[src/hw/rtl/i2c_master_byte_engine_top_assert.svh]
// Assertion macros used by the I2C master byte engine RTL.
// Each macro expects i_clk and i_rst_n in the scope where it is used.
`ifndef I2C_MASTER_BYTE_ENGINE_TOP_ASSERT_SVH
`define I2C_MASTER_BYTE_ENGINE_TOP_ASSERT_SVH

// The condition holds at every clock edge outside reset.
`define I2CM_ASSERT_HOLD(name, cond, msg) \
    name: assert property (@(posedge i_clk) disable iff (!i_rst_n) (cond)) \
        else $error(msg);

// The consequence holds in the cycle after the antecedent.
`define I2CM_ASSERT_NEXT(name, ante, cons, msg) \
    name: assert property (@(posedge i_clk) disable iff (!i_rst_n) (ante) |=> (cons)) \
        else $error(msg);

`endif

[src/hw/rtl/i2cm_pkg.sv]
// Shared types and constants for the I2C master byte engine.
// Used by the front queue, the bus sequencer and the top level.
package i2cm_pkg;

    localparam int QDepth = 2;
    localparam int QPtrW  = 1;
    localparam int QCntW  = 2;

    localparam logic [2:0] OP_START    = 3'd1;
    localparam logic [2:0] OP_STOP     = 3'd2;
    localparam logic [2:0] OP_WRITE    = 3'd3;
    localparam logic [2:0] OP_READ     = 3'd4;
    localparam logic [2:0] OP_WAIT_ACK = 3'd5;

    localparam logic [7:0] PHASE_TICKS_RST = 8'd5;
    localparam logic [7:0] ACK_TIMEOUT_RST = 8'd250;
    localparam logic [3:0] BITS_PER_BYTE   = 4'd8;

    typedef enum logic [0:0] {
        CFG_PHASE_TICKS = 1'b0,
        CFG_ACK_TIMEOUT = 1'b1
    } t_cfg_idx;

    typedef enum logic [2:0] {
        CMD_NONE     = 3'd0,
        CMD_START    = 3'd1,
        CMD_STOP     = 3'd2,
        CMD_WRITE    = 3'd3,
        CMD_READ     = 3'd4,
        CMD_WAIT_ACK = 3'd5
    } t_cmd;

    typedef struct packed {
        t_cmd       cmd;
        logic [7:0] tx_byte;
        logic       send_ack;
        logic       sda_in;
    } t_item;

    typedef struct packed {
        logic       valid;
        t_item      item;
    } t_req;

    typedef struct packed {
        logic [7:0] phase_ticks;
        logic [7:0] ack_timeout;
    } t_cfg;

    typedef struct packed {
        logic       scl;
        logic       sda_out;
        logic       sda_oe;
        logic       busy;
        logic       done;
        logic [7:0] rx_byte;
        logic       ack_error;
    } t_result;

    typedef enum logic [14:0] {
        S_IDLE    = 15'b000000000000001,
        S_ST_A    = 15'b000000000000010,
        S_ST_B    = 15'b000000000000100,
        S_ST_C    = 15'b000000000001000,
        S_SP_A    = 15'b000000000010000,
        S_SP_B    = 15'b000000000100000,
        S_SP_C    = 15'b000000001000000,
        S_WR_LO   = 15'b000000010000000,
        S_WR_HI   = 15'b000000100000000,
        S_RD_LO   = 15'b000001000000000,
        S_RD_HI   = 15'b000010000000000,
        S_AK_LO   = 15'b000100000000000,
        S_AK_HI   = 15'b001000000000000,
        S_WA_LO   = 15'b010000000000000,
        S_WA_POLL = 15'b100000000000000
    } t_state;

endpackage

[src/hw/rtl/i2c_master_byte_engine_top.sv]
// Throughput: one request per clock cycle while the result queue has room,
// set by the one-tick sequencer step.
// Two-entry queues on the request and result sides let each side stall on its own.
// Synchronous reset empties both queues, puts the sequencer in idle with SCL and SDA
// driven high, and loads phase_ticks 5 and ack_timeout 250.
module i2c_master_byte_engine_top (
    input  logic       i_clk,
    input  logic       i_rst_n,
    input  logic       push,
    output logic       full,
    input  logic [2:0] i_op,
    input  logic [7:0] i_tx_byte,
    input  logic       i_send_ack,
    input  logic       i_sda_in,
    output logic       empty,
    input  logic       pop,
    output logic       o_scl,
    output logic       o_sda_out,
    output logic       o_sda_oe,
    output logic       o_busy_res,
    output logic       o_done_res,
    output logic [7:0] o_rx_byte,
    output logic       o_ack_error,
    input  logic       i_cfg_valid,
    output logic       o_cfg_ready,
    input  logic [0:0] i_cfg_index,
    input  logic [7:0] i_cfg_data
);

    i2cm_pkg::t_cfg    r_cfg;
    i2cm_pkg::t_req    w_req;
    logic              w_take;
    i2cm_pkg::t_result w_res;

    assign o_cfg_ready = 1'b1;

    always_ff @(posedge i_clk) begin
        if (!i_rst_n) begin
            r_cfg.phase_ticks <= i2cm_pkg::PHASE_TICKS_RST;
            r_cfg.ack_timeout <= i2cm_pkg::ACK_TIMEOUT_RST;
        end else if (i_cfg_valid) begin
            unique case (i2cm_pkg::t_cfg_idx'(i_cfg_index))
                i2cm_pkg::CFG_PHASE_TICKS: r_cfg.phase_ticks <= i_cfg_data;
                i2cm_pkg::CFG_ACK_TIMEOUT: r_cfg.ack_timeout <= i_cfg_data;
                default: begin
                end
            endcase
        end
    end

    i2cm_front u_front (
        .i_clk      (i_clk),
        .i_rst_n    (i_rst_n),
        .push       (push),
        .full       (full),
        .i_op       (i_op),
        .i_tx_byte  (i_tx_byte),
        .i_send_ack (i_send_ack),
        .i_sda_in   (i_sda_in),
        .o_req      (w_req),
        .i_take     (w_take)
    );

    i2cm_seq u_seq (
        .i_clk   (i_clk),
        .i_rst_n (i_rst_n),
        .i_cfg   (r_cfg),
        .i_req   (w_req),
        .o_take  (w_take),
        .pop     (pop),
        .empty   (empty),
        .o_res   (w_res)
    );

    assign o_scl       = w_res.scl;
    assign o_sda_out   = w_res.sda_out;
    assign o_sda_oe    = w_res.sda_oe;
    assign o_busy_res  = w_res.busy;
    assign o_done_res  = w_res.done;
    assign o_rx_byte   = w_res.rx_byte;
    assign o_ack_error = w_res.ack_error;

endmodule

[src/hw/rtl/i2cm_front.sv]
// Front end of the I2C master byte engine: takes tick requests, decodes the op
// and holds them in a two-entry queue for the sequencer. Depends on i2cm_pkg.
module i2cm_front (
    input  logic               i_clk,
    input  logic               i_rst_n,
    input  logic               push,
    output logic               full,
    input  logic [2:0]         i_op,
    input  logic [7:0]         i_tx_byte,
    input  logic               i_send_ack,
    input  logic               i_sda_in,
    output i2cm_pkg::t_req     o_req,
    input  logic               i_take
);

    i2cm_pkg::t_item                      r_mem [i2cm_pkg::QDepth];
    logic [i2cm_pkg::QPtrW-1:0]           r_wr;
    logic [i2cm_pkg::QPtrW-1:0]           r_rd;
    logic [i2cm_pkg::QCntW-1:0]           r_cnt;
    i2cm_pkg::t_item                      w_item;
    logic                                 w_push;
    logic                                 w_pop;

    always_comb begin
        w_item.tx_byte  = i_tx_byte;
        w_item.send_ack = i_send_ack;
        w_item.sda_in   = i_sda_in;
        unique case (i_op)
            i2cm_pkg::OP_START:    w_item.cmd = i2cm_pkg::CMD_START;
            i2cm_pkg::OP_STOP:     w_item.cmd = i2cm_pkg::CMD_STOP;
            i2cm_pkg::OP_WRITE:    w_item.cmd = i2cm_pkg::CMD_WRITE;
            i2cm_pkg::OP_READ:     w_item.cmd = i2cm_pkg::CMD_READ;
            i2cm_pkg::OP_WAIT_ACK: w_item.cmd = i2cm_pkg::CMD_WAIT_ACK;
            default:               w_item.cmd = i2cm_pkg::CMD_NONE;
        endcase
    end

    assign full        = (r_cnt == i2cm_pkg::QCntW'(i2cm_pkg::QDepth));
    assign w_push      = push && !full;
    assign o_req.valid = (r_cnt != '0);
    assign o_req.item  = r_mem[r_rd];
    assign w_pop       = o_req.valid && i_take;

    always_ff @(posedge i_clk) begin
        if (w_push) begin
            r_mem[r_wr] <= w_item;
        end
    end

    always_ff @(posedge i_clk) begin
        if (!i_rst_n) begin
            r_wr  <= '0;
            r_rd  <= '0;
            r_cnt <= '0;
        end else begin
            if (w_push) begin
                r_wr <= r_wr + 1'b1;
            end
            if (w_pop) begin
                r_rd <= r_rd + 1'b1;
            end
            if (w_push && !w_pop) begin
                r_cnt <= r_cnt + 1'b1;
            end else if (!w_push && w_pop) begin
                r_cnt <= r_cnt - 1'b1;
            end
        end
    end

endmodule

[src/hw/rtl/i2cm_seq.sv]
// Back end of the I2C master byte engine: the bus phase sequencer, advanced one
// tick per request, and the two-entry result queue. Depends on i2cm_pkg.
module i2cm_seq (
    input  logic               i_clk,
    input  logic               i_rst_n,
    input  i2cm_pkg::t_cfg     i_cfg,
    input  i2cm_pkg::t_req     i_req,
    output logic               o_take,
    input  logic               pop,
    output logic               empty,
    output i2cm_pkg::t_result  o_res
);

    i2cm_pkg::t_state              r_state, n_state;
    logic [7:0]                    r_phase, n_phase;
    logic [3:0]                    r_bit, n_bit;
    logic [7:0]                    r_shift, n_shift;
    logic [7:0]                    r_wait, n_wait;
    logic                          r_ack, n_ack;
    logic                          r_scl, n_scl;
    logic                          r_sda, n_sda;
    logic                          r_oe, n_oe;
    logic                          r_err, n_err;
    logic [7:0]                    r_rx, n_rx;
    logic                          n_done;

    i2cm_pkg::t_result             r_oq [i2cm_pkg::QDepth];
    logic [i2cm_pkg::QPtrW-1:0]    r_owr;
    logic [i2cm_pkg::QPtrW-1:0]    r_ord;
    logic [i2cm_pkg::QCntW-1:0]    r_ocnt;
    logic                          w_fire;
    logic                          w_pop;
    i2cm_pkg::t_result             w_res;

    always_comb begin
        logic             v_enter;
        i2cm_pkg::t_state v_target;
        logic [7:0]       v_limit;
        i2cm_pkg::t_item  v_it;

        v_it     = i_req.item;
        v_enter  = 1'b0;
        v_target = i2cm_pkg::S_IDLE;
        v_limit  = (i_cfg.phase_ticks == '0) ? 8'd1 : i_cfg.phase_ticks;
        n_state  = r_state;
        n_phase  = r_phase;
        n_bit    = r_bit;
        n_shift  = r_shift;
        n_wait   = r_wait;
        n_ack    = r_ack;
        n_scl    = r_scl;
        n_sda    = r_sda;
        n_oe     = r_oe;
        n_err    = r_err;
        n_rx     = r_rx;
        n_done   = 1'b0;

        if (r_state == i2cm_pkg::S_IDLE) begin
            unique case (v_it.cmd)
                i2cm_pkg::CMD_START: begin
                    v_enter  = 1'b1;
                    v_target = i2cm_pkg::S_ST_A;
                end
                i2cm_pkg::CMD_STOP: begin
                    v_enter  = 1'b1;
                    v_target = i2cm_pkg::S_SP_A;
                end
                i2cm_pkg::CMD_WRITE: begin
                    n_shift  = v_it.tx_byte;
                    n_bit    = '0;
                    v_enter  = 1'b1;
                    v_target = i2cm_pkg::S_WR_LO;
                end
                i2cm_pkg::CMD_READ: begin
                    n_shift  = '0;
                    n_bit    = '0;
                    n_ack    = v_it.send_ack;
                    v_enter  = 1'b1;
                    v_target = i2cm_pkg::S_RD_LO;
                end
                i2cm_pkg::CMD_WAIT_ACK: begin
                    n_err    = 1'b0;
                    v_enter  = 1'b1;
                    v_target = i2cm_pkg::S_WA_LO;
                end
                default: begin
                end
            endcase
        end else if (r_state == i2cm_pkg::S_WA_POLL) begin
            if (!v_it.sda_in) begin
                n_scl   = 1'b0;
                n_state = i2cm_pkg::S_IDLE;
                n_phase = '0;
                n_done  = 1'b1;
            end else if (r_wait >= i_cfg.ack_timeout) begin
                n_err    = 1'b1;
                v_enter  = 1'b1;
                v_target = i2cm_pkg::S_SP_A;
            end else begin
                n_wait = r_wait + 8'd1;
            end
        end else if (r_phase < v_limit) begin
            n_phase = r_phase + 8'd1;
        end else begin
            unique case (r_state)
                i2cm_pkg::S_ST_A: begin
                    v_enter  = 1'b1;
                    v_target = i2cm_pkg::S_ST_B;
                end
                i2cm_pkg::S_ST_B: begin
                    v_enter  = 1'b1;
                    v_target = i2cm_pkg::S_ST_C;
                end
                i2cm_pkg::S_SP_A: begin
                    v_enter  = 1'b1;
                    v_target = i2cm_pkg::S_SP_B;
                end
                i2cm_pkg::S_SP_B: begin
                    v_enter  = 1'b1;
                    v_target = i2cm_pkg::S_SP_C;
                end
                i2cm_pkg::S_ST_C, i2cm_pkg::S_SP_C: begin
                    n_state = i2cm_pkg::S_IDLE;
                    n_phase = '0;
                    n_done  = 1'b1;
                end
                i2cm_pkg::S_WR_LO: begin
                    v_enter  = 1'b1;
                    v_target = i2cm_pkg::S_WR_HI;
                end
                i2cm_pkg::S_WR_HI: begin
                    n_shift = {r_shift[6:0], 1'b0};
                    n_bit   = r_bit + 4'd1;
                    if (n_bit >= i2cm_pkg::BITS_PER_BYTE) begin
                        n_scl   = 1'b0;
                        n_state = i2cm_pkg::S_IDLE;
                        n_phase = '0;
                        n_done  = 1'b1;
                    end else begin
                        v_enter  = 1'b1;
                        v_target = i2cm_pkg::S_WR_LO;
                    end
                end
                i2cm_pkg::S_RD_LO: begin
                    v_enter  = 1'b1;
                    v_target = i2cm_pkg::S_RD_HI;
                end
                i2cm_pkg::S_RD_HI: begin
                    n_shift = {r_shift[6:0], v_it.sda_in};
                    n_bit   = r_bit + 4'd1;
                    v_enter = 1'b1;
                    if (n_bit >= i2cm_pkg::BITS_PER_BYTE) begin
                        n_rx     = n_shift;
                        v_target = i2cm_pkg::S_AK_LO;
                    end else begin
                        v_target = i2cm_pkg::S_RD_LO;
                    end
                end
                i2cm_pkg::S_AK_LO: begin
                    v_enter  = 1'b1;
                    v_target = i2cm_pkg::S_AK_HI;
                end
                i2cm_pkg::S_AK_HI: begin
                    n_scl   = 1'b0;
                    n_state = i2cm_pkg::S_IDLE;
                    n_phase = '0;
                    n_done  = 1'b1;
                end
                i2cm_pkg::S_WA_LO: begin
                    v_enter  = 1'b1;
                    v_target = i2cm_pkg::S_WA_POLL;
                end
                default: begin
                    n_state = i2cm_pkg::S_IDLE;
                end
            endcase
        end

        if (v_enter) begin
            n_state = v_target;
            n_phase = 8'd1;
            unique case (v_target)
                i2cm_pkg::S_ST_A, i2cm_pkg::S_SP_C: begin
                    {n_scl, n_sda, n_oe} = 3'b111;
                end
                i2cm_pkg::S_ST_B, i2cm_pkg::S_SP_B: begin
                    {n_scl, n_sda, n_oe} = 3'b101;
                end
                i2cm_pkg::S_ST_C, i2cm_pkg::S_SP_A: begin
                    {n_scl, n_sda, n_oe} = 3'b001;
                end
                i2cm_pkg::S_WR_LO: begin
                    {n_scl, n_sda, n_oe} = {1'b0, n_shift[7], 1'b1};
                end
                i2cm_pkg::S_WR_HI: begin
                    {n_scl, n_sda, n_oe} = {1'b1, n_shift[7], 1'b1};
                end
                i2cm_pkg::S_RD_LO, i2cm_pkg::S_WA_LO: begin
                    {n_scl, n_sda, n_oe} = 3'b010;
                end
                i2cm_pkg::S_RD_HI: begin
                    {n_scl, n_sda, n_oe} = 3'b110;
                end
                i2cm_pkg::S_AK_LO: begin
                    {n_scl, n_sda, n_oe} = {1'b0, ~n_ack, 1'b1};
                end
                i2cm_pkg::S_AK_HI: begin
                    {n_scl, n_sda, n_oe} = {1'b1, ~n_ack, 1'b1};
                end
                i2cm_pkg::S_WA_POLL: begin
                    {n_scl, n_sda, n_oe} = 3'b110;
                    n_wait = '0;
                end
                default: begin
                    n_state = i2cm_pkg::S_IDLE;
                end
            endcase
        end
    end

    assign w_res.scl       = n_scl;
    assign w_res.sda_out   = n_sda;
    assign w_res.sda_oe    = n_oe;
    assign w_res.busy      = (n_state != i2cm_pkg::S_IDLE);
    assign w_res.done      = n_done;
    assign w_res.rx_byte   = n_rx;
    assign w_res.ack_error = n_err;

    assign w_fire = i_req.valid && (r_ocnt != i2cm_pkg::QCntW'(i2cm_pkg::QDepth));
    assign o_take = w_fire;
    assign empty  = (r_ocnt == '0);
    assign o_res  = r_oq[r_ord];
    assign w_pop  = pop && !empty;

    always_ff @(posedge i_clk) begin
        if (!i_rst_n) begin
            r_state <= i2cm_pkg::S_IDLE;
            r_phase <= '0;
            r_bit   <= '0;
            r_shift <= '0;
            r_wait  <= '0;
            r_ack   <= 1'b0;
            r_scl   <= 1'b1;
            r_sda   <= 1'b1;
            r_oe    <= 1'b1;
            r_err   <= 1'b0;
            r_rx    <= '0;
        end else if (w_fire) begin
            r_state <= n_state;
            r_phase <= n_phase;
            r_bit   <= n_bit;
            r_shift <= n_shift;
            r_wait  <= n_wait;
            r_ack   <= n_ack;
            r_scl   <= n_scl;
            r_sda   <= n_sda;
            r_oe    <= n_oe;
            r_err   <= n_err;
            r_rx    <= n_rx;
        end
    end

    always_ff @(posedge i_clk) begin
        if (w_fire) begin
            r_oq[r_owr] <= w_res;
        end
    end

    always_ff @(posedge i_clk) begin
        if (!i_rst_n) begin
            r_owr  <= '0;
            r_ord  <= '0;
            r_ocnt <= '0;
        end else begin
            if (w_fire) begin
                r_owr <= r_owr + 1'b1;
            end
            if (w_pop) begin
                r_ord <= r_ord + 1'b1;
            end
            if (w_fire && !w_pop) begin
                r_ocnt <= r_ocnt + 1'b1;
            end else if (!w_fire && w_pop) begin
                r_ocnt <= r_ocnt - 1'b1;
            end
        end
    end

`include "i2c_master_byte_engine_top_assert.svh"

    `I2CM_ASSERT_HOLD(a_state_onehot, $onehot(r_state), "Sequencer state is not one-hot.")
    `I2CM_ASSERT_HOLD(a_ocnt_bound, r_ocnt <= i2cm_pkg::QCntW'(i2cm_pkg::QDepth), "Result queue overflow.")
    `I2CM_ASSERT_HOLD(a_phase_live, (r_state == i2cm_pkg::S_IDLE) || (r_state == i2cm_pkg::S_WA_POLL) || (r_phase != '0), "Active phase has a zero count.")
    `I2CM_ASSERT_NEXT(a_none_idle, w_fire && (r_state == i2cm_pkg::S_IDLE) && (i_req.item.cmd == i2cm_pkg::CMD_NONE), r_state == i2cm_pkg::S_IDLE, "Empty request left idle.")

endmodule

[config.mk]
export PLATFORM = sky130hd
export DESIGN_NAME = i2c_master_byte_engine_top
export DESIGN_NICKNAME = d
export VERILOG_FILES = /design/src/hw/rtl/i2cm_pkg.sv /design/src/hw/rtl/i2c_master_byte_engine_top.sv /design/src/hw/rtl/i2cm_front.sv /design/src/hw/rtl/i2cm_seq.sv
export VERILOG_INCLUDE_DIRS = /design/src /design/src/hw/rtl
export SDC_FILE = /design/constraint.sdc
export NUM_CORES = 1
export LEC_CHECK = 0
export ABC_AREA = 1
export BUFFER_PORTS_ARGS = -buffer_cell sky130_fd_sc_hd__buf_2
export CAP_MARGIN = 20
export CORE_ASPECT_RATIO = 1.25
export CORE_MARGIN = 2
export CORE_UTILIZATION = 30
export DETAILED_ROUTE_END_ITERATION = 12
export PLACE_DENSITY = 0.45
export SETUP_SLACK_MARGIN = 0.3
export SLEW_MARGIN = 20
export SYNTH_ARGS = -nofsm -noshare
export SYNTH_HDL_FRONTEND = slang
export SYNTH_HIERARCHICAL = 1
export SYNTH_SLANG_ARGS = --single-unit
[constraint.sdc]
create_clock -name i_clk -period 2.52 [get_ports i_clk]
set_input_delay 0.504 -clock i_clk [delete_from_list [all_inputs] [get_ports i_clk]]
set_output_delay 0.504 -clock i_clk [all_outputs]
set_load 0.005 [all_outputs]
==> results.tsv <==
metric	value	unit
status	complete, no violations	
# diodes	0	
reg2reg setup slack	0.23	ns
Routed Antenna Nets	0	
synth top area cells	dfxtp_1 23%, edfxtp_1 22%, nand2_1 8.7%	
Fmax	436.6	MHz
via count	6163	
peak supply drop	645.9	µV
# Max-Cap Violations	0	
Min-Delay Endpoint	u_front/r_mem[1][0]$_DFFE_PP_	
Routed wire per std cell	13.93	µm
fin area	0.009329	mm²
RSZ-0062 raised after global routing	true	
CP most frequent cell	nand2_1	
first-pass GRT wire length	30.82	mm
post-DR vias/cell	4.562	
area leader, netlist	dfxtp_1	
Core Area	0.02373	mm²
CTS tree	yes	
Slowest cell on crit path	dfxtp_2	
Die ar.	0.02542	mm²
Top delay family on crit path	simple AND/OR/NAND/NOR gates	
CTS clk-pin slew, worst paths	0.07	ns
critical path type	register to register	
CP startpoint kind	register	
Non-Filler Instances	1351	
most frequent cells in the layout	143 x nand2_1, 112 x nor2_1, 109 x inv_1	
vias in the first global route	6014	
cell row count	63	
Post-Route WL	18.82	mm
htree depth	4	
worst path bufs/invs	3	
Hold Crit Start	i_sda_in	
commonest non-fill, non-tap cell in the layout	nand2_1	
hold buffers post-CTS	0	
GRT Total Usage	15.61	%
Post-Synthesis Cells	923	
Max-slew headroom	56.36	%
ys async rst share	0	%
router iterations before antenna repair	4	
skew final	0.006377	ns
area occupied by multi-input gates	0.003746	mm²
R2R cell count	19	
sequential area share after synthesis	45.04	%
final hold vios	0	
placed insts	1300	
largest net degree at the start of global routing	40	
Synth top area share	22.66	%
Hold WC Path Type	input port to register	
Initial Util	30.53	%
Mapped Nets	970	
Critical Path Sink Type	register	
crit path max fanout	8	
Power Density	1278	mW/mm²
leakage	4.089	nW
flip-flop and latch area	0.003293	mm²
DP HPWL	13.54	mm
reg2reg start	r_cfg[13]$_SDFFE_PN0P_	
gr ovfl total	0	
register bit count reported by yosys	136	
Slew Limit Fails	0	
yosys warns	6	
Num CTS Buffers	17	
Root Driver	clkbuf_16	
antenna violations before repair	1	
Slew @ Worst Pin	0.6521	ns
CP arrival	2.46	ns
synthesized area	0.007244	mm²
clk_lat worst skew	0.43	ns
RR Endpoint	u_seq/r_oq[0][10]$_DFFE_PP_	
max incr delay on CP	0.33	ns
Netlist cell types	47	
CTS Buffer Depth	2	
Critical Path RT	2.69	ns
Remaining DRCs	0	
final period utilization	90.90	%
final setup vio count	0	
placer congestion estimate	0.8912	
syn avg cell area	7.849	µm²
Final #Nets	1060	
crit-path cells	buf_6 > nor2_4 > nand2_2 > o21ai_1 > nand2_1 > nand2_1 > nand2_1 > nand2_1 > nand2_2 > nand2_4 > nand2_8 > buf_12 > buf_16 > nand2_4 > o21ai_1 > nor2_1 > nand2_1 > nor2_1 > nand2_1	
clock sink count	136	
minimum clock period	2.291	ns
EDFF count, synth	54	
Area Overhead vs Synth	28.77	%
layout cells sized above 1	29.92	%
hold depth	1	
die height	177.7	µm
top_reg_cell synth	dfxtp_1	
Die Wd	143.0	µm
I/O Buffers	42	
DP Area	0.008039	mm²
I/O Pins	44	
TNS Setup	0	ns
Iteration-0 DRC Markers	245	
layout filler cell count	2457	
-- power by group --
group | leakage [nW] | internal (mW) | switching [mW]
clock | 0.296 | 1.42 | 1.13
sequential | 1.18 | 2.99 | 0.349
combinational | 2.61 | 2.42 | 3.61
total | 4.09 | 6.83 | 5.09
-- state kept, by name, indices dropped and copies added, names as in the netlist, 2 cells and up, named ones only --
name and cells:
u_seq/r_ocnt 2, u_seq/r_rx 8, u_seq/r_state 15, u_seq/r_oq 28, u_seq/r_phase 8, u_front/r_cnt 2
u_seq/r_shift 8, u_seq/r_bit 4, r_cfg 16, u_front/r_mem 26, u_seq/r_wait 8
-- layout make-up --
cell class | instances | share of cell area [%]
multi-input cells | 620 | 40.16
repair buffers | 96 | 7.725
flip-flops and latches | 136 | 35.30
repair inverters | 1 | 0.08047
well taps | 325 | 4.359
clock inverters | 15 | 1.998
inverters | 141 | 5.821
clock buffers | 17 | 4.560
-- worst max-delay path by stage --
stage,slack (ns),to,cells past startpoint,startpoint
CTS,0.26,u_seq/r_oq[0][10]$_DFFE_PP_,18,r_cfg[13]$_SDFFE_PN0P_
global placement,0.06,u_seq/r_oq[0][10]$_DFFE_PP_,14,u_seq/r_wait[1]$_SDFFE_PN0P_
floorplan,0.32,u_front/r_cnt[1]$_SDFFE_PN0P_,14,u_front/r_cnt[0]$_SDFFE_PN0P_
global route,0.1,u_seq/r_oq[1][10]$_DFFE_PP_,15,u_seq/r_state[2]$_SDFFE_PN0P_
finish,0.23,u_seq/r_oq[0][10]$_DFFE_PP_,19,r_cfg[13]$_SDFFE_PN0P_
detailed placement,0.08,u_seq/r_oq[1][10]$_DFFE_PP_,14,r_cfg[13]$_SDFFE_PN0P_
-- repair_timing --
item,CTS,global route
setup buffers,9,5
setup endpoints to repair,39,63
gates resized for setup,78,79
gates cloned,3,2
pin swaps,25,26
-- per-layer routing --
metal | wire length (µm) | vias to the layer above | global-route usage (%)
li1 | - | 3215 | -
met1 | 8836 | 2838 | 19.97
met2 | 9170 | 89 | 26.14
met3 | 497 | 21 | 3.049
met4 | 314 | 0 | 5.569
met5 | 0 | - | 0
-- kinds of logic after synthesis --
family / count (synthesis) / share of synthesized area (%)
buf+inv: 167 / 9.171
compound gates: 136 / 10.33
fa+ha+maj: 20 / 3.454
simple gates: 423 / 26.17
mux: 28 / 4.335
flops: 136 / 45.04
xor+xnor: 12 / 1.451
other cells: 1 / 0.05176
-- Yosys cell counts, drive strengths merged (2+ instances only) --
library cell / number
nand2: 179
inv: 138
nor2: 132
dfxtp: 82
o21ai: 66
nand3: 62
edfxtp: 54
a21oi: 52
mux2: 27
nor3: 27
ha: 20
clkbuf: 15
nand4: 14
buf: 11
xor2: 9
a32o: 6
nand3b: 5
o211ai: 4
clkinv: 3
xnor2: 3
a21boi: 2
nor4: 2
o21a: 2
-- metrics by stage --
step	utilization (%)	hold WS (ns)	power (mW)	worst slack, ns
after floorplan	-	0.4289	6.518	0.3238
after global placement	33.88	0.4501	8.060	0.06260
after detailed placement	33.88	0.4520	8.062	0.08171
after CTS	38.06	0.2431	11.67	0.2565
after global routing	39.32	0.2404	12.81	0.09945
final	39.32	0.2659	11.92	0.2294
No activity file was read; power rests on OpenSTA's default activity.
